### src/imbe_pkg.sv
// Shared types and constants for the I2C master bit engine.
package imbe_pkg;

    localparam logic [2:0] REQ_START   = 3'd0;
    localparam logic [2:0] REQ_STOP    = 3'd1;
    localparam logic [2:0] REQ_WRITE   = 3'd2;
    localparam logic [2:0] REQ_READ    = 3'd3;
    localparam logic [2:0] REQ_RECOVER = 3'd4;

    localparam logic [0:0] REG_HALF_PERIOD = 1'b0;
    localparam logic [0:0] REG_RECOVER     = 1'b1;

    localparam logic [15:0] HALF_PERIOD_RST = 16'd125;
    localparam logic [3:0]  RECOVER_RST     = 4'd10;
    localparam logic [3:0]  BYTE_BITS       = 4'd8;

    typedef struct packed {
        logic       cmd_valid;
        logic [2:0] req_type;
        logic [7:0] wr_byte;
        logic       ack_on_read;
        logic       scl_in;
        logic       sda_in;
    } in_item_t;

    typedef struct packed {
        logic       scl_drive_low;
        logic       sda_drive_low;
        logic       busy_res;
        logic       done_res;
        logic [7:0] rd_byte;
        logic       ack_seen;
        logic       recover_ok;
    } out_item_t;

    typedef struct packed {
        logic [15:0] half_period_ticks;
        logic [3:0]  recover_pulses;
    } cfg_t;

endpackage

### src/imbe_regs.sv
// APB configuration registers of the I2C master bit engine.
module imbe_regs (
    input  logic               aclk,
    input  logic               aresetn,
    input  logic               psel,
    input  logic               penable,
    input  logic               pwrite,
    input  logic [2:0]         paddr,
    input  logic [31:0]        pwdata,
    output logic [31:0]        prdata,
    output imbe_pkg::cfg_t     cfg
);
    import imbe_pkg::*;

    logic [15:0] half_period_reg;
    logic [3:0]  recover_pulses_reg;
    logic        wr_en;

    assign wr_en = psel && penable && pwrite;

    always_ff @(posedge aclk) begin
        if (!aresetn) begin
            half_period_reg    <= HALF_PERIOD_RST;
            recover_pulses_reg <= RECOVER_RST;
        end else if (wr_en) begin
            case (paddr[2])
                REG_HALF_PERIOD: half_period_reg    <= pwdata[15:0];
                REG_RECOVER:     recover_pulses_reg <= pwdata[3:0];
                default: ;
            endcase
        end
    end

    always_comb begin
        case (paddr[2])
            REG_HALF_PERIOD: prdata = {16'd0, half_period_reg};
            REG_RECOVER:     prdata = {28'd0, recover_pulses_reg};
            default:         prdata = '0;
        endcase
    end

    assign cfg.half_period_ticks = half_period_reg;
    assign cfg.recover_pulses    = recover_pulses_reg;

endmodule

### src/imbe_core.sv
// Bus sequencer of the I2C master bit engine: one tick per step, result registered.
module imbe_core #(
    parameter int COUNT_WIDTH = 16
) (
    input  logic                aclk,
    input  logic                aresetn,
    input  logic                step_en,
    input  imbe_pkg::in_item_t  in_item,
    input  imbe_pkg::cfg_t      cfg,
    output imbe_pkg::out_item_t result
);
    import imbe_pkg::*;

    localparam int CW = (COUNT_WIDTH > 16) ? COUNT_WIDTH : 16;
    localparam logic [COUNT_WIDTH-1:0] CNT_MAX = {COUNT_WIDTH{1'b1}};

    typedef enum logic [4:0] {
        PH_IDLE, PH_ST1, PH_ST2, PH_SP1, PH_SP2, PH_SP3,
        PH_WR_HI, PH_WR_LO, PH_WA_HI, PH_WA_SMP,
        PH_RD_HI, PH_RD_SMP, PH_RA_HI, PH_RA_LO,
        PH_RC_CHK, PH_RC_HI, PH_RC_LO, PH_RC_SP1, PH_RC_SP2, PH_RC_SP3
    } phase_t;

    phase_t                 phase_reg, phase_next;
    logic [3:0]             bit_count_reg, bit_count_next;
    logic [7:0]             shift_reg, shift_next;
    logic                   ack_flag_reg, ack_flag_next;
    logic [COUNT_WIDTH-1:0] tick_count_reg, tick_count_next;
    logic                   scl_rel_reg, scl_rel_next;
    logic                   sda_rel_reg, sda_rel_next;
    logic [3:0]             pulse_count_reg, pulse_count_next;
    logic                   recover_flag_reg, recover_flag_next;
    logic [7:0]             rd_latch_reg, rd_latch_next;
    logic                   ack_latch_reg, ack_latch_next;
    out_item_t              result_reg, result_next;

    logic [COUNT_WIDTH-1:0] tick_inc;
    logic [3:0]             bit_inc;
    logic [3:0]             pulse_inc;
    logic [7:0]             shift_left;
    logic                   fire;
    logic                   done;

    always_comb begin
        phase_next        = phase_reg;
        bit_count_next    = bit_count_reg;
        shift_next        = shift_reg;
        ack_flag_next     = ack_flag_reg;
        tick_count_next   = tick_count_reg;
        scl_rel_next      = scl_rel_reg;
        sda_rel_next      = sda_rel_reg;
        pulse_count_next  = pulse_count_reg;
        recover_flag_next = recover_flag_reg;
        rd_latch_next     = rd_latch_reg;
        ack_latch_next    = ack_latch_reg;
        done              = 1'b0;

        tick_inc   = (tick_count_reg != CNT_MAX) ? tick_count_reg + 1'b1 : tick_count_reg;
        fire       = (CW'(tick_inc) >= CW'(cfg.half_period_ticks)) || (tick_inc == CNT_MAX);
        bit_inc    = bit_count_reg + 4'd1;
        pulse_inc  = pulse_count_reg + 4'd1;
        shift_left = {shift_reg[6:0], 1'b0};

        if (phase_reg == PH_IDLE) begin
            if (in_item.cmd_valid) begin
                tick_count_next = '0;
                case (in_item.req_type)
                    REQ_START: begin
                        scl_rel_next = 1'b1;
                        sda_rel_next = 1'b1;
                        phase_next   = PH_ST1;
                    end
                    REQ_STOP: begin
                        sda_rel_next = 1'b0;
                        phase_next   = PH_SP1;
                    end
                    REQ_WRITE: begin
                        shift_next     = in_item.wr_byte;
                        ack_flag_next  = 1'b0;
                        bit_count_next = '0;
                        sda_rel_next   = in_item.wr_byte[7];
                        phase_next     = PH_WR_HI;
                    end
                    REQ_READ: begin
                        shift_next     = '0;
                        ack_flag_next  = in_item.ack_on_read;
                        bit_count_next = '0;
                        sda_rel_next   = 1'b1;
                        phase_next     = PH_RD_HI;
                    end
                    REQ_RECOVER: begin
                        scl_rel_next     = 1'b1;
                        sda_rel_next     = 1'b1;
                        pulse_count_next = '0;
                        phase_next       = PH_RC_CHK;
                    end
                    default: ;
                endcase
            end
        end else begin
            tick_count_next = tick_inc;
            if (fire) begin
                tick_count_next = '0;
                case (phase_reg)
                    PH_ST1: begin
                        sda_rel_next = 1'b0;
                        phase_next   = PH_ST2;
                    end
                    PH_ST2: begin
                        scl_rel_next = 1'b0;
                        phase_next   = PH_IDLE;
                        done         = 1'b1;
                    end
                    PH_SP1: begin
                        scl_rel_next = 1'b1;
                        phase_next   = PH_SP2;
                    end
                    PH_SP2: begin
                        sda_rel_next = 1'b1;
                        phase_next   = PH_SP3;
                    end
                    PH_SP3: begin
                        phase_next = PH_IDLE;
                        done       = 1'b1;
                    end
                    PH_WR_HI: begin
                        scl_rel_next = 1'b1;
                        phase_next   = PH_WR_LO;
                    end
                    PH_WR_LO: begin
                        scl_rel_next   = 1'b0;
                        shift_next     = shift_left;
                        bit_count_next = bit_inc;
                        if (bit_inc < BYTE_BITS) begin
                            sda_rel_next = shift_left[7];
                            phase_next   = PH_WR_HI;
                        end else begin
                            sda_rel_next = 1'b1;
                            phase_next   = PH_WA_HI;
                        end
                    end
                    PH_WA_HI: begin
                        scl_rel_next = 1'b1;
                        phase_next   = PH_WA_SMP;
                    end
                    PH_WA_SMP: begin
                        ack_flag_next  = !in_item.sda_in;
                        ack_latch_next = !in_item.sda_in;
                        scl_rel_next   = 1'b0;
                        phase_next     = PH_IDLE;
                        done           = 1'b1;
                    end
                    PH_RD_HI: begin
                        scl_rel_next = 1'b1;
                        phase_next   = PH_RD_SMP;
                    end
                    PH_RD_SMP: begin
                        shift_next     = {shift_reg[6:0], in_item.sda_in};
                        scl_rel_next   = 1'b0;
                        bit_count_next = bit_inc;
                        if (bit_inc < BYTE_BITS) begin
                            phase_next = PH_RD_HI;
                        end else begin
                            sda_rel_next = !ack_flag_reg;
                            phase_next   = PH_RA_HI;
                        end
                    end
                    PH_RA_HI: begin
                        scl_rel_next = 1'b1;
                        phase_next   = PH_RA_LO;
                    end
                    PH_RA_LO: begin
                        scl_rel_next  = 1'b0;
                        rd_latch_next = shift_reg;
                        phase_next    = PH_IDLE;
                        done          = 1'b1;
                    end
                    PH_RC_CHK: begin
                        if (!in_item.scl_in) begin
                            recover_flag_next = 1'b0;
                            phase_next        = PH_IDLE;
                            done              = 1'b1;
                        end else if (in_item.sda_in) begin
                            recover_flag_next = 1'b1;
                            phase_next        = PH_IDLE;
                            done              = 1'b1;
                        end else begin
                            scl_rel_next = 1'b0;
                            phase_next   = PH_RC_HI;
                        end
                    end
                    PH_RC_HI: begin
                        scl_rel_next = 1'b1;
                        phase_next   = PH_RC_LO;
                    end
                    PH_RC_LO: begin
                        pulse_count_next = pulse_inc;
                        if (pulse_inc < cfg.recover_pulses) begin
                            scl_rel_next = 1'b0;
                            phase_next   = PH_RC_HI;
                        end else begin
                            sda_rel_next = 1'b0;
                            phase_next   = PH_RC_SP1;
                        end
                    end
                    PH_RC_SP1: begin
                        scl_rel_next = 1'b1;
                        phase_next   = PH_RC_SP2;
                    end
                    PH_RC_SP2: begin
                        sda_rel_next = 1'b1;
                        phase_next   = PH_RC_SP3;
                    end
                    PH_RC_SP3: begin
                        recover_flag_next = in_item.scl_in && in_item.sda_in;
                        phase_next        = PH_IDLE;
                        done              = 1'b1;
                    end
                    default: begin
                        phase_next = PH_IDLE;
                    end
                endcase
            end
        end

        result_next.scl_drive_low = !scl_rel_next;
        result_next.sda_drive_low = !sda_rel_next;
        result_next.busy_res      = (phase_next != PH_IDLE);
        result_next.done_res      = done;
        result_next.rd_byte       = rd_latch_next;
        result_next.ack_seen      = ack_latch_next;
        result_next.recover_ok    = recover_flag_next;
    end

    always_ff @(posedge aclk) begin
        if (!aresetn) begin
            phase_reg        <= PH_IDLE;
            bit_count_reg    <= '0;
            shift_reg        <= '0;
            ack_flag_reg     <= 1'b0;
            tick_count_reg   <= '0;
            scl_rel_reg      <= 1'b1;
            sda_rel_reg      <= 1'b1;
            pulse_count_reg  <= '0;
            recover_flag_reg <= 1'b0;
            rd_latch_reg     <= '0;
            ack_latch_reg    <= 1'b0;
        end else if (step_en) begin
            phase_reg        <= phase_next;
            bit_count_reg    <= bit_count_next;
            shift_reg        <= shift_next;
            ack_flag_reg     <= ack_flag_next;
            tick_count_reg   <= tick_count_next;
            scl_rel_reg      <= scl_rel_next;
            sda_rel_reg      <= sda_rel_next;
            pulse_count_reg  <= pulse_count_next;
            recover_flag_reg <= recover_flag_next;
            rd_latch_reg     <= rd_latch_next;
            ack_latch_reg    <= ack_latch_next;
        end
        if (step_en) begin
            result_reg <= result_next;
        end
    end

    assign result = result_reg;

endmodule

### src/i2c_master_bit_engine.sv
// Top level of the I2C master bit engine: request register, sequencer and APB registers.
// A request waits in the request register; the sequencer registers its result.
// Throughput: one request per cycle unless m_ready stalls; a sequencer tick per request.
// Reset: synchronous active-low aresetn idles the sequencer, releases its lines, clears
// its result latches (not m_payload) and loads 125 ticks and 10 recovery pulses.
module i2c_master_bit_engine #(
    parameter int COUNT_WIDTH = 16
) (
    input  logic                aclk,
    input  logic                aresetn,
    input  logic                psel,
    input  logic                penable,
    input  logic                pwrite,
    input  logic [2:0]          paddr,
    input  logic [31:0]         pwdata,
    output logic [31:0]         prdata,
    output logic                pready,
    input  logic                s_valid,
    output logic                s_ready,
    input  imbe_pkg::in_item_t  s_payload,
    output logic                m_valid,
    input  logic                m_ready,
    output imbe_pkg::out_item_t m_payload
);
    import imbe_pkg::*;

    in_item_t in_item_reg;
    logic     in_valid_reg, in_valid_next;
    logic     out_valid_reg, out_valid_next;
    logic     advance;
    cfg_t     cfg;

    assign pready  = 1'b1;
    assign advance = in_valid_reg && (!out_valid_reg || m_ready);
    assign s_ready = !in_valid_reg || advance;

    always_comb begin
        in_valid_next = in_valid_reg;
        if (s_valid && s_ready) begin
            in_valid_next = 1'b1;
        end else if (advance) begin
            in_valid_next = 1'b0;
        end
        out_valid_next = out_valid_reg;
        if (advance) begin
            out_valid_next = 1'b1;
        end else if (m_ready) begin
            out_valid_next = 1'b0;
        end
    end

    always_ff @(posedge aclk) begin
        if (!aresetn) begin
            in_valid_reg  <= 1'b0;
            out_valid_reg <= 1'b0;
        end else begin
            in_valid_reg  <= in_valid_next;
            out_valid_reg <= out_valid_next;
        end
        if (s_valid && s_ready) begin
            in_item_reg <= s_payload;
        end
    end

    imbe_regs u_regs (
        .aclk    (aclk),
        .aresetn (aresetn),
        .psel    (psel),
        .penable (penable),
        .pwrite  (pwrite),
        .paddr   (paddr),
        .pwdata  (pwdata),
        .prdata  (prdata),
        .cfg     (cfg)
    );

    imbe_core #(
        .COUNT_WIDTH (COUNT_WIDTH)
    ) u_core (
        .aclk    (aclk),
        .aresetn (aresetn),
        .step_en (advance),
        .in_item (in_item_reg),
        .cfg     (cfg),
        .result  (m_payload)
    );

    assign m_valid = out_valid_reg;

endmodule
### config.mk
export PLATFORM = sky130hd
export DESIGN_NAME = i2c_master_bit_engine
export DESIGN_NICKNAME = d
export VERILOG_FILES = /design/src/imbe_pkg.sv /design/src/imbe_regs.sv /design/src/imbe_core.sv /design/src/i2c_master_bit_engine.sv
export SDC_FILE = /design/constraint.sdc
export NUM_CORES = 1
export LEC_CHECK = 0
export ABC_AREA = 1
export BUFFER_PORTS_ARGS = -buffer_cell sky130_fd_sc_hd__buf_2
export CAP_MARGIN = 20
export CELL_PAD_IN_SITES_DETAIL_PLACEMENT = 0
export CELL_PAD_IN_SITES_GLOBAL_PLACEMENT = 2
export CORE_MARGIN = 2
export CORE_UTILIZATION = 35
export CTS_BUF_LIST = sky130_fd_sc_hd__clkbuf_8
export DETAILED_ROUTE_END_ITERATION = 8
export GPL_ROUTABILITY_DRIVEN = 0
export PLACE_DENSITY_LB_ADDON = 0.1
export SLEW_MARGIN = 0
export SYNTH_ARGS = -nofsm -noshare
export SYNTH_HDL_FRONTEND = slang
export SYNTH_SLANG_ARGS = --single-unit
### constraint.sdc
create_clock -name aclk -period 6 [get_ports aclk]
set_input_delay 0.6 -clock aclk [delete_from_list [all_inputs] [get_ports aclk]]
set_output_delay 0.6 -clock aclk [all_outputs]
set_load 0.01 [all_outputs]
==> implementation parameters, run 1 <==
Parameter                              Value

Floorplan
  Site row count    48
  Die area    ~0.018 mm2
  Number of I/O pins    ~110
  Placeable core region    about 0.017 mm2
  Effective utilization at floorplan    a little over a third
  Die X-Extent    ~140 um
  Vertical extent of the die    ~140 um

Critical path
  Nature of the critical path endpoint    flip-flop
  Type of element launching the critical path    flip-flop
  Launching point of the worst reg2reg path    u_core.tick_count_reg[0]
  Endpoint of the worst-slack reg-to-reg timing path    u_core.result[11]
  Slowest stage cell, crit path    sky130_fd_sc_hd__nor2_1
  Arrival time at the worst endpoint    4.38 ns
  Critical Path Max Stage Delay    between 0.7 and 0.8 ns
  Cell family contributing the most delay on the critical path    simple AND/OR/NAND/NOR gates
  CP Class    flip-flop to flip-flop
  Crit path buf inv count    3
  CP max FO    32
  Critical-path cell list    ha_1 -> inv_1 -> nor2_2 -> nand2_2 -> clkinv_2 -> nand3_4 -> nand2_1 -> ha_1 -> nand2_1 -> inv_1 -> o21ai_0 -> a21oi_1 -> nor2_1 -> o21ai_0 -> nor2_1 -> nand2_4 -> nand2_1 -> nand3_1 -> nor2_1 -> nand3_1
  Capture point of the critical path    u_core.result[11]
  Worst setup slack for register-to-register paths    1.78 ns
  Levels on crit path    20
  Worst reg-to-reg path cell count    20
  Data required time of the worst path    approximately 6.2 ns
  CP Launch Point    u_core.tick_count_reg[0]

Cells and area
  Diode insertion count for antenna repair    0
  Nets@finish    around 1000
  FILL cells    1853
  Share of layout cells above drive strength 1    approximately an eighth
  Layout area overhead    9.97%

Synthesis
  Post-synthesis cell type count    39
  Commonest register cell after synthesis    sky130_fd_sc_hd__dfxtp_1
  Post-synthesis instance area    around 0.006 mm2
  Syn. warnings    0
  Proportion of synthesized flip-flops having asynchronous set or reset    0%
  Number of flip-flops and latches in the synthesized netlist    101
  Post-synthesis cell type with the largest combined area    sky130_fd_sc_hd__dfxtp_1
  Share of synthesized area occupied by flip-flops and latches    38.3%
  Post-Syn Instances    856
  Leading post-synthesis cells by cell area    sky130_fd_sc_hd__dfxtp_1, sky130_fd_sc_hd__edfxtp_1, sky130_fd_sc_hd__nand2_1
  Leading cell type by number of instances after synthesis    sky130_fd_sc_hd__nand2_1
  Synth cell count leaders    sky130_fd_sc_hd__nand2_1, sky130_fd_sc_hd__inv_1, sky130_fd_sc_hd__a21oi_1
  Share of the synthesized area in the top cell type    23.9%
  Number of flops mapped to enable cells by yosys    29
  Mean instance size in the synthesized netlist    7.05 um2

CTS
  Total clock buffers created by CTS    9
  Setup Fix Bufs, Post-CTS    0
  H-tree Lvls    3
  Number of buffers between clock root and the deepest sink    2
  Clock transition at the registers of the reported paths    ~0.11 ns
  Hold buffer count at CTS    0
  Clock net sink count    approximately 100
  TritonCTS clock tree    built
  Post-cts repair resize count    0
  Root buffer cell    sky130_fd_sc_hd__clkbuf_8
  Clock insertion delay at the later pin of the skew report    0.40 ns

Global route
  Antenna violations before repair    0
  Tot GR Track Use    18.4%
  Vias in the first global route    around 5200
  Overflow left after global routing    0
  Largest net degree at the start of global routing    between 40 and 50
  Wire length of the first global-routing pass    26.4 mm

Power and ir drop
  Total power    1.41 mW
  Peak VDD IR    0.0950 mV
  Leakage dissipation    3.01 nW
  Power density over the cells    213 mW/mm2

Route
  Top layer reached by signal wires    met4
  Post-detailed-route DRC marker count    0
  Routed met1 length    around 8.5 mm
  Detailed-route wire length    16.3 mm
  Overall via count from detail_route    5565
  Via-to-Cell Ratio    4.89
  Number of nets with antenna violations after routing    0
  Detailed-routed wire length on met3    625 um
  Number of DRC markers after the initial detailed-route iteration    ~280
  Average wire per standard cell    ~14 um
  Detailed-routing iteration count for the pre-antenna-repair pass    5
  Wire length on met2    slightly below 7 mm

STA
  Max Slew Vio Count    0
  Slew at the pin closest to its max-slew limit    1.09 ns
  Hold violation total from the final report    0
  Setup WS post-layout    between 1.5 and 2 ns
  Clock Skew    0.0109 ns
  Final critical-path required period    around 4.2 ns
  Setup-failing EPs final    0
  Hold slack final    approximately 0.37 ns
  Worst rel slew slack    27.0%
  Final worst path period share    a little over two thirds
  Fin Setup TNS    0 ns
  Upper clock frequency limit    0.237 GHz
  Unrepaired setup endpoints after global routing    no

Placement
  Count of buffers from port buffering    70
  Worst slack, placed    1.76 ns
  HPWL after detailed placement    about 12 mm

Job
  Number of maximum-capacitance violations    0

Worst hold path
  Min-Delay Path Class    input port to flip-flop
  Cells on Worst Hold Path    1

Outcome
  Status    finished, final reports clean
==> logic make-up after synthesis <==
| kind of cell | Yosys count | synth area share, % |
|---|---|---|
| simple gates | 370 | 27.4 |
| compound gates | 179 | 16.0 |
| buf+inv | 175 | 12.6 |
| flops | 101 | 38.3 |
| fa+ha+maj | 22 | 4.56 |
| xor+xnor | 7 | 1.02 |
| other cells | 2 | 0.124 |
==> worst min path at each step <==
stage	startpoint	end	slack (ns)
finish	s_payload[0]	in_item_reg[0]	0.37
global route	s_payload[0]	in_item_reg[0]	0.35
CTS	s_payload[9]	in_item_reg[9]	0.35
detailed placement	u_core.pulse_count_reg[3]	u_core.pulse_count_reg[3]	0.47
global placement	u_core.pulse_count_reg[3]	u_core.pulse_count_reg[3]	0.46
floorplan	u_regs.recover_pulses_reg[2]	u_regs.recover_pulses_reg[2]	0.45
==> placed cells by master, fill, tap and decap left out, types with 17 or more instances in the layout <==
cell                       count
sky130_fd_sc_hd__edfxtp_1     29
sky130_fd_sc_hd__nand2_1     197
sky130_fd_sc_hd__dfxtp_1      72
sky130_fd_sc_hd__nand3_1      46
sky130_fd_sc_hd__nand4_1      25
sky130_fd_sc_hd__inv_1       126
sky130_fd_sc_hd__nor2_1       70
sky130_fd_sc_hd__ha_1         22
sky130_fd_sc_hd__buf_2        70
sky130_fd_sc_hd__o21ai_0      60
sky130_fd_sc_hd__a21oi_1      78
sky130_fd_sc_hd__conb_1       17
==> power breakdown <==
group	switching, mW	internal [mW]	total (mW)
sequential	0.0187	0.733	0.752
clock	0.273	0.158	0.430
combinational	0.161	0.0694	0.231
==> stage by stage <==
step                      util (%)  cell area, um2  std cells
after floorplan                  -            6090        871
after global placement        37.8            6450       1121
final                         38.9            6640       1137
after global routing          38.9            6640       1137
after detailed placement      37.8            6450       1121
after CTS                     38.9            6640       1137
==> metal layers <==
layer / global-route usage, % / up-vias
met5: 0 / -
met2: 27.8 / 117
met3: 2.36 / 12
met4: 5.38 / 0
li1: - / 2865
met1: 27.5 / 2571
==> cell type report <==
type	count	area [um2]	area share (%)
inverters	129	485	7.31
repair buffers	71	358	5.39
multi-input cells	595	3020	45.5
clock buffers	9	124	1.87
flip-flops and latches	101	2310	34.8
clock inverters	7	60.1	0.905
well taps	225	282	4.24
==> worst register-to-register path, delay by kind of cell (launching register included) <==
family,cells,cell delay (ns)
compound gates,3,0.33
buf+inv,3,0.22
flops,1,0.44
simple gates,12,2.41
fa+ha+maj,2,0.58
No activity file was read; power rests on OpenSTA's default activity.
==> run 2, diff against run 1 <==
--- a/config.mk
+++ b/config.mk
@@ -11,7 +11,7 @@
 export CELL_PAD_IN_SITES_DETAIL_PLACEMENT = 0
 export CELL_PAD_IN_SITES_GLOBAL_PLACEMENT = 2
 export CORE_MARGIN = 2
-export CORE_UTILIZATION = 35
+export CORE_UTILIZATION = 32
 export CTS_BUF_LIST = sky130_fd_sc_hd__clkbuf_8
 export DETAILED_ROUTE_END_ITERATION = 8
 export GPL_ROUTABILITY_DRIVEN = 0
==> constraint.sdc (replaced) <==
create_clock -name aclk -period 3.95 [get_ports aclk]
set_input_delay 0.395 -clock aclk [delete_from_list [all_inputs] [get_ports aclk]]
set_output_delay 0.395 -clock aclk [all_outputs]
set_load 0.01 [all_outputs]
==> run 2 against run 1 <==
Net effect:
- global-route usage is 1.1 points lower
- clock-buffer cell count rose by 1
- clock skew rose by 0.0059 ns
- critical path type unchanged
- clock power grew 57%
- via count increased by 1.7%
- total power is 54% higher
- final area up 1.0%
==> implementation parameters, run 2 (synthesis results as in run 1) <==
Parameter                              Value

Global route
  Tot GR Track Use    17.4% (-1.1 points)
  Wire length of the first global-routing pass    27.5 mm (+4.3%)
  Largest net degree at the start of global routing    47 (unchanged)
  Overflow left after global routing    0 (unchanged)
  Antenna violations before repair    0 (unchanged)
  Vias in the first global route    5314 (+3.1%)

Route
  Number of nets with antenna violations after routing    0 (unchanged)
  Detailed-routed wire length on met3    753 um (+20%)
  Via-to-Cell Ratio    4.91 (+0.26%)
  Detailed-routing iteration count for the pre-antenna-repair pass    5 (unchanged)
  Detailed-route wire length    16.8 mm (+2.9%)
  Average wire per standard cell    14.6 um (+1.5%)
  Number of DRC markers after the initial detailed-route iteration    315 (+11%)
  Post-detailed-route DRC marker count    0 (unchanged)
  Overall via count from detail_route    5658 (+1.7%)
  Top layer reached by signal wires    met4
  Routed met1 length    8.42 mm (-1.1%)
  Wire length on met2    7.36 mm (+5.7%)

CTS
  Clock transition at the registers of the reported paths    0.11 ns (about the same)
  Hold buffer count at CTS    0 (unchanged)
  Setup Fix Bufs, Post-CTS    0 (unchanged)
  Clock insertion delay at the later pin of the skew report    0.40 ns (about the same)
  Root buffer cell    sky130_fd_sc_hd__clkbuf_8
  TritonCTS clock tree    built
  H-tree Lvls    3 (unchanged)
  Clock net sink count    101 (unchanged)
  Total clock buffers created by CTS    9 (unchanged)
  Post-cts repair resize count    0 (unchanged)
  Number of buffers between clock root and the deepest sink    2 (unchanged)

Floorplan
  Die area    0.0200 mm2 (+9.1%)
  Effective utilization at floorplan    32.5% (-2.9 points)
  Site row count    50 (+4.2%)
  Placeable core region    0.0186 mm2 (+8.9%)
  Die X-Extent    141 um (+4.4%)
  Vertical extent of the die    141 um (+4.4%)
  Number of I/O pins    106 (unchanged)

Cells and area
  Most used cells in the layout excluding fill and tap cells    sky130_fd_sc_hd__nand2_1, sky130_fd_sc_hd__inv_1, sky130_fd_sc_hd__a21oi_1
  Diode insertion count for antenna repair    0 (unchanged)
  Share of layout cells above drive strength 1    12.9% (+0.67 points)
  Layout area overhead    11.1%
  Commonest non-fill, non-tap cell in the layout    sky130_fd_sc_hd__nand2_1
  Nets@finish    993 (+0.71%)

Job
  Number of maximum-capacitance violations    0 (unchanged)

Critical path
  Data required time of the worst path    4.25 ns (-1.90 ns)
  Endpoint of the worst-slack reg-to-reg timing path    u_core.rd_latch_reg[0]
  Worst reg-to-reg path cell count    22 (+10%)
  CP max FO    22 (-31%)
  Nature of the critical path endpoint    flip-flop
  Arrival time at the worst endpoint    3.81 ns (-0.57 ns)
  Worst setup slack for register-to-register paths    0.45 ns (-1.33 ns)
  CP Launch Point    u_core.tick_count_reg[0]
  Launching point of the worst reg2reg path    u_core.tick_count_reg[0]
  Type of element launching the critical path    flip-flop
  CP Class    flip-flop to flip-flop

STA
  Final critical-path required period    3.50 ns (-0.721 ns)
  Slew at the pin closest to its max-slew limit    0.918 ns (-0.173 ns)
  Final worst path period share    88.7% (+18 points)
  Fin Setup TNS    0 ns (unchanged)
  Hold violation total from the final report    0 (unchanged)
  Upper clock frequency limit    0.285 GHz (+21%)
  Setup WS post-layout    0.447 ns (-1.33 ns)
  Worst rel slew slack    38.7% (+12 points)
  Unrepaired setup endpoints after global routing    no
  Setup-failing EPs final    0 (unchanged)
  Clock Skew    0.0168 ns (+0.00586 ns)
  Max Slew Vio Count    0 (unchanged)

Placement
  Worst slack, placed    0.458 ns (-1.30 ns)
  Count of buffers from port buffering    70 (unchanged)
  HPWL after detailed placement    12.3 mm (+4.5%)

Worst hold path
  End point of the most critical hold path    in_item_reg[6]
  Startpoint of the most critical hold path    s_payload[6]
  Min-Delay Path Class    input port to flip-flop
  Cells on Worst Hold Path    1 (unchanged)

Outcome
  Status    finished, final reports clean

Power and ir drop
  Power density over the cells    325 mW/mm2 (+53%)
  Total power    2.18 mW (+54%)
  Peak VDD IR    0.134 mV (+41%)
  Leakage dissipation    3.05 nW (+1.3%)
## run 2: worst max-delay path by stage
| stage | endpoint | cells after the start |
|---|---|---|
| finish | u_core.rd_latch_reg[0] | 22 |
| detailed placement | u_core.rd_latch_reg[0] | 22 |
| global route | u_core.rd_latch_reg[1] | 22 |
| global placement | u_core.result[13] | 20 |
| floorplan | u_core.result[11] | 20 |
| CTS | u_core.rd_latch_reg[0] | 22 |
## run 2: metal layers
| metal | track usage (%) | up-vias |
|---|---|---|
| met4 | 4.74 | 0 |
| met1 | 24.9 | 2615 |
| met5 | 0 | - |
| li1 | - | 2883 |
| met2 | 27.0 | 140 |
| met3 | 2.97 | 20 |
## run 2: worst max-delay path, cell delays in order, from the launching register on
cell	delay, ns
sky130_fd_sc_hd__dfxtp_1	0.47
sky130_fd_sc_hd__ha_1	0.31
sky130_fd_sc_hd__inv_1	0.09
sky130_fd_sc_hd__nor2_2	0.15
sky130_fd_sc_hd__nand2_2	0.11
sky130_fd_sc_hd__clkinv_2	0.09
sky130_fd_sc_hd__nand3_4	0.16
sky130_fd_sc_hd__nand2_1	0.22
sky130_fd_sc_hd__ha_1	0.27
sky130_fd_sc_hd__nand2_1	0.07
sky130_fd_sc_hd__inv_1	0.03
sky130_fd_sc_hd__o21ai_0	0.13
sky130_fd_sc_hd__a21oi_1	0.08
sky130_fd_sc_hd__nor2_1	0.09
sky130_fd_sc_hd__o21ai_0	0.08
sky130_fd_sc_hd__nor2_1	0.09
sky130_fd_sc_hd__buf_4	0.20
sky130_fd_sc_hd__nand2_4	0.13
sky130_fd_sc_hd__buf_4	0.25
sky130_fd_sc_hd__nand2_1	0.10
sky130_fd_sc_hd__o21ai_2	0.06
sky130_fd_sc_hd__o21ai_0	0.15
sky130_fd_sc_hd__inv_1	0.05
## run 2: stage by stage
stage / instances / cell area, um2 / util, % / hold WS (ns)
4_1_cts: 1153 / 6710 / 36.1 / 0.136
3_3_place_gp: 1137 / 6520 / 35.1 / 0.469
3_5_place_dp: 1137 / 6520 / 35.1 / 0.479
2_1_floorplan: 871 / 6090 / - / 0.450
5_1_grt: 1153 / 6710 / 36.1 / 0.135
6_report: 1153 / 6710 / 36.1 / 0.165
## run 2: report_power, final
part           switching [mW]  internal (mW)  leakage, nW
Sequential             0.0290           1.11        0.866
Clock                   0.415          0.258       0.0948
Combinational           0.249          0.115         2.09
Total                   0.693           1.49         3.05
## run 2: layout make-up
type	count	area, um2
Fill cell	2031	11900
Multi-Input combinational cell	595	3020
Sequential cell	101	2310
Inverter	129	485
Timing Repair Buffer	78	410
Tap cell	234	293
Clock buffer	10	138
Clock inverter	6	51.3
==> run 3, diff against run 2 <==
--- a/config.mk
+++ b/config.mk
@@ -10,11 +10,13 @@
 export CAP_MARGIN = 20
 export CELL_PAD_IN_SITES_DETAIL_PLACEMENT = 0
 export CELL_PAD_IN_SITES_GLOBAL_PLACEMENT = 2
+export CORE_ASPECT_RATIO = 1.75
 export CORE_MARGIN = 2
 export CORE_UTILIZATION = 32
 export CTS_BUF_LIST = sky130_fd_sc_hd__clkbuf_8
 export DETAILED_ROUTE_END_ITERATION = 8
 export GPL_ROUTABILITY_DRIVEN = 0
+export MAX_ROUTING_LAYER = met4
 export PLACE_DENSITY_LB_ADDON = 0.1
 export SLEW_MARGIN = 0
 export SYNTH_ARGS = -nofsm -noshare
==> run 3 against run 2 <==
Net effect:
- hold slack improved by 0.027 ns
- critical path depth fell by 1
- largest power group unchanged
- non-clock buffer count rose by 4
- critical path type unchanged
- fmax rose by 0.76%
- flip-flop and latch count did not move
- total power rose by 3.1%
- clock power rose by 9.2%
- critical endpoint unchanged
- utilization rose by 0.38 points
- sequential power barely moved
==> implementation parameters, run 3 (synthesis results as in run 1) <==
Parameter                              Value

Global route
  Vias in the first global route    5559 (+4.6%)
  Antenna violations before repair    0 (unchanged)
  Tot GR Track Use    19.2% (+1.8 points)
  Largest net degree at the start of global routing    47 (unchanged)
  Wire length of the first global-routing pass    28.5 mm (+3.4%)
  Overflow left after global routing    0 (unchanged)

Floorplan
  Die area    0.0200 mm2 (+0.22%)
  Effective utilization at floorplan    32.5% (unchanged)
  Vertical extent of the die    186 um (+31%)
  Site row count    66 (+32%)
  Number of I/O pins    106 (unchanged)
  Placeable core region    0.0186 mm2 (unchanged)
  Die X-Extent    108 um (-24%)

STA
  Upper clock frequency limit    0.288 GHz (+0.76%)
  Clock Skew    0.0170 ns (+0.000171 ns)
  Worst rel slew slack    34.8% (-3.9 points)
  Hold slack final    0.192 ns (+0.0269 ns)
  Slew at the pin closest to its max-slew limit    0.977 ns (+0.0591 ns)
  Setup-failing EPs final    0 (unchanged)
  Final critical-path required period    3.48 ns (-0.0264 ns)
  Unrepaired setup endpoints after global routing    no
  Hold violation total from the final report    0 (unchanged)
  Final worst path period share    88.0% (-0.67 points)
  Max Slew Vio Count    0 (unchanged)
  Fin Setup TNS    0 ns (unchanged)

Critical path
  Endpoint of the worst-slack reg-to-reg timing path    u_core.rd_latch_reg[0]
  CP Class    flip-flop to flip-flop
  Critical Path Max Stage Delay    0.45 ns (-0.02 ns)
  Arrival time at the worst endpoint    3.76 ns (-0.05 ns)
  Type of element launching the critical path    flip-flop
  Slowest stage cell, crit path    sky130_fd_sc_hd__dfxtp_1
  Launching point of the worst reg2reg path    u_core.tick_count_reg[0]
  Worst setup slack for register-to-register paths    0.47 ns (+0.03 ns)
  CP max FO    19 (-14%)
  Data required time of the worst path    4.23 ns (-0.02 ns)
  Worst reg-to-reg path cell count    21 (-4.5%)
  Nature of the critical path endpoint    flip-flop
  Critical-path cell list    ha_1 -> inv_1 -> nor2_2 -> nand2_2 -> clkinv_2 -> nand3_4 -> nand2_1 -> ha_1 -> a21oi_1 -> o21ai_0 -> a21oi_1 -> buf_4 -> o21ai_0 -> nor2_1 -> buf_4 -> nand2_4 -> buf_4 -> nand2_1 -> o21ai_2 -> o21ai_0 -> inv_1

Outcome
  Status    finished, final reports clean

Worst hold path
  End point of the most critical hold path    in_item_reg[1]
  Startpoint of the most critical hold path    s_payload[1]
  Min-Delay Path Class    input port to flip-flop
  Cells on Worst Hold Path    1 (unchanged)

CTS
  Root buffer cell    sky130_fd_sc_hd__clkbuf_8
  Post-cts repair resize count    0 (unchanged)
  Number of buffers between clock root and the deepest sink    2 (unchanged)
  Clock insertion delay at the later pin of the skew report    0.38 ns (-0.02 ns)
  Total clock buffers created by CTS    9 (unchanged)
  Setup Fix Bufs, Post-CTS    0 (unchanged)
  H-tree Lvls    3 (unchanged)
  Clock transition at the registers of the reported paths    0.11 ns (about the same)
  Hold buffer count at CTS    0 (unchanged)
  TritonCTS clock tree    built
  Clock net sink count    101 (unchanged)

Power and ir drop
  Power density over the cells    332 mW/mm2 (+2.1%)
  Total power    2.25 mW (+3.1%)
  Leakage dissipation    3.09 nW (+1.5%)
  Peak VDD IR    0.124 mV (-6.8%)

Placement
  HPWL after detailed placement    13.8 mm (+12%)
  Total placed cells including tap cells    1145 (+0.70%)
  Count of buffers from port buffering    70 (unchanged)
  Placed Instance Area    0.00657 mm2 (+0.73%)

Cells and area
  Layout area overhead    12.3%
  FILL cells    2056 (+1.2%)
  Commonest non-fill, non-tap cell in the layout    sky130_fd_sc_hd__nand2_1
  Nets@finish    997 (+0.40%)
  Most used cells in the layout excluding fill and tap cells    sky130_fd_sc_hd__nand2_1, sky130_fd_sc_hd__inv_1, sky130_fd_sc_hd__a21oi_1
  Diode insertion count for antenna repair    0 (unchanged)
  Share of layout cells above drive strength 1    13.2% (+0.27 points)
  Final instance area    0.00678 mm2 (+1.0%)
  Post-route insts no fill    1161 (+0.69%)

Route
  Number of DRC markers after the initial detailed-route iteration    191 (-39%)
  Number of nets with antenna violations after routing    0 (unchanged)
  Average wire per standard cell    15.6 um (+7.4%)
  Via-to-Cell Ratio    4.79 (-2.3%)
  Detailed-route wire length    18.2 mm (+8.1%)
  Post-detailed-route DRC marker count    0 (unchanged)
  Detailed-routing iteration count for the pre-antenna-repair pass    4 (-1)
  Overall via count from detail_route    5564 (-1.7%)

Job
  Number of maximum-capacitance violations    0 (unchanged)
-- run 3: cell types whose count changed in the layout (fill, tap and decap cells not counted), sizes merged --
cell | previous run | this run
bufinv | 0 | 2
buf | 78 | 82
clkbuf | 10 | 9
clkinvlp | 1 | 0
-- run 3: critical path, delay by kind of cell, from the launching register on --
family / cells / cell delay [ns]
AND/OR/NAND/NOR: 7 / 0.99
buffers and inverters: 6 / 0.78
AO/OA/AOI/OAI: 6 / 0.68
adder cells (fa/ha/maj): 2 / 0.47
flip-flops: 1 / 0.45
-- run 3: area by class of cell --
class                      count  area [um2]  share of cell area (%)
multi-input combinational    595        3020                    44.6
sequential                   101        2310                    34.1
inverter                     129         485                    7.16
timing repair buffer          82         453                    6.68
tap                          238         298                    4.39
clock buffer                   9         124                    1.83
clock inverter                 7        85.1                    1.26
-- run 3: how the worst max path moves through the flow --
stage / startpoint / to / cells past startpoint
after global placement: u_core.tick_count_reg[0] / u_core.result[12] / 19
after global routing: u_core.tick_count_reg[0] / u_core.rd_latch_reg[0] / 21
after CTS: u_core.tick_count_reg[0] / u_core.result[11] / 20
after detailed placement: u_core.tick_count_reg[0] / u_core.result[11] / 20
final: u_core.tick_count_reg[0] / u_core.rd_latch_reg[0] / 21
after floorplan: u_core.tick_count_reg[0] / u_core.result[11] / 20
-- run 3: routing by layer --
metal  track usage [%]  vias up  routed length, um  part of all wire [%]
met4              9.03        0                515                   2.8
li1                  -     2900                  -                     -
met5                 -        -                  0                     0
met2              37.5       84              10300                    57
met3              2.00       28                302                   1.7
met1              18.2     2552               7000                    39
-- run 3: report_power, final --
group	internal, mW	switching [mW]	total [mW]
Sequential	1.11	0.0288	1.14
Clock	0.353	0.382	0.735
Combinational	0.117	0.253	0.370
-- run 3: metrics by stage --
step,utilization (%),worst slack [ns]
final,36.5,0.473
after floorplan,-,0.785
after CTS,36.5,0.363
after global placement,35.3,0.459
after detailed placement,35.3,0.423
after global routing,36.5,0.0460
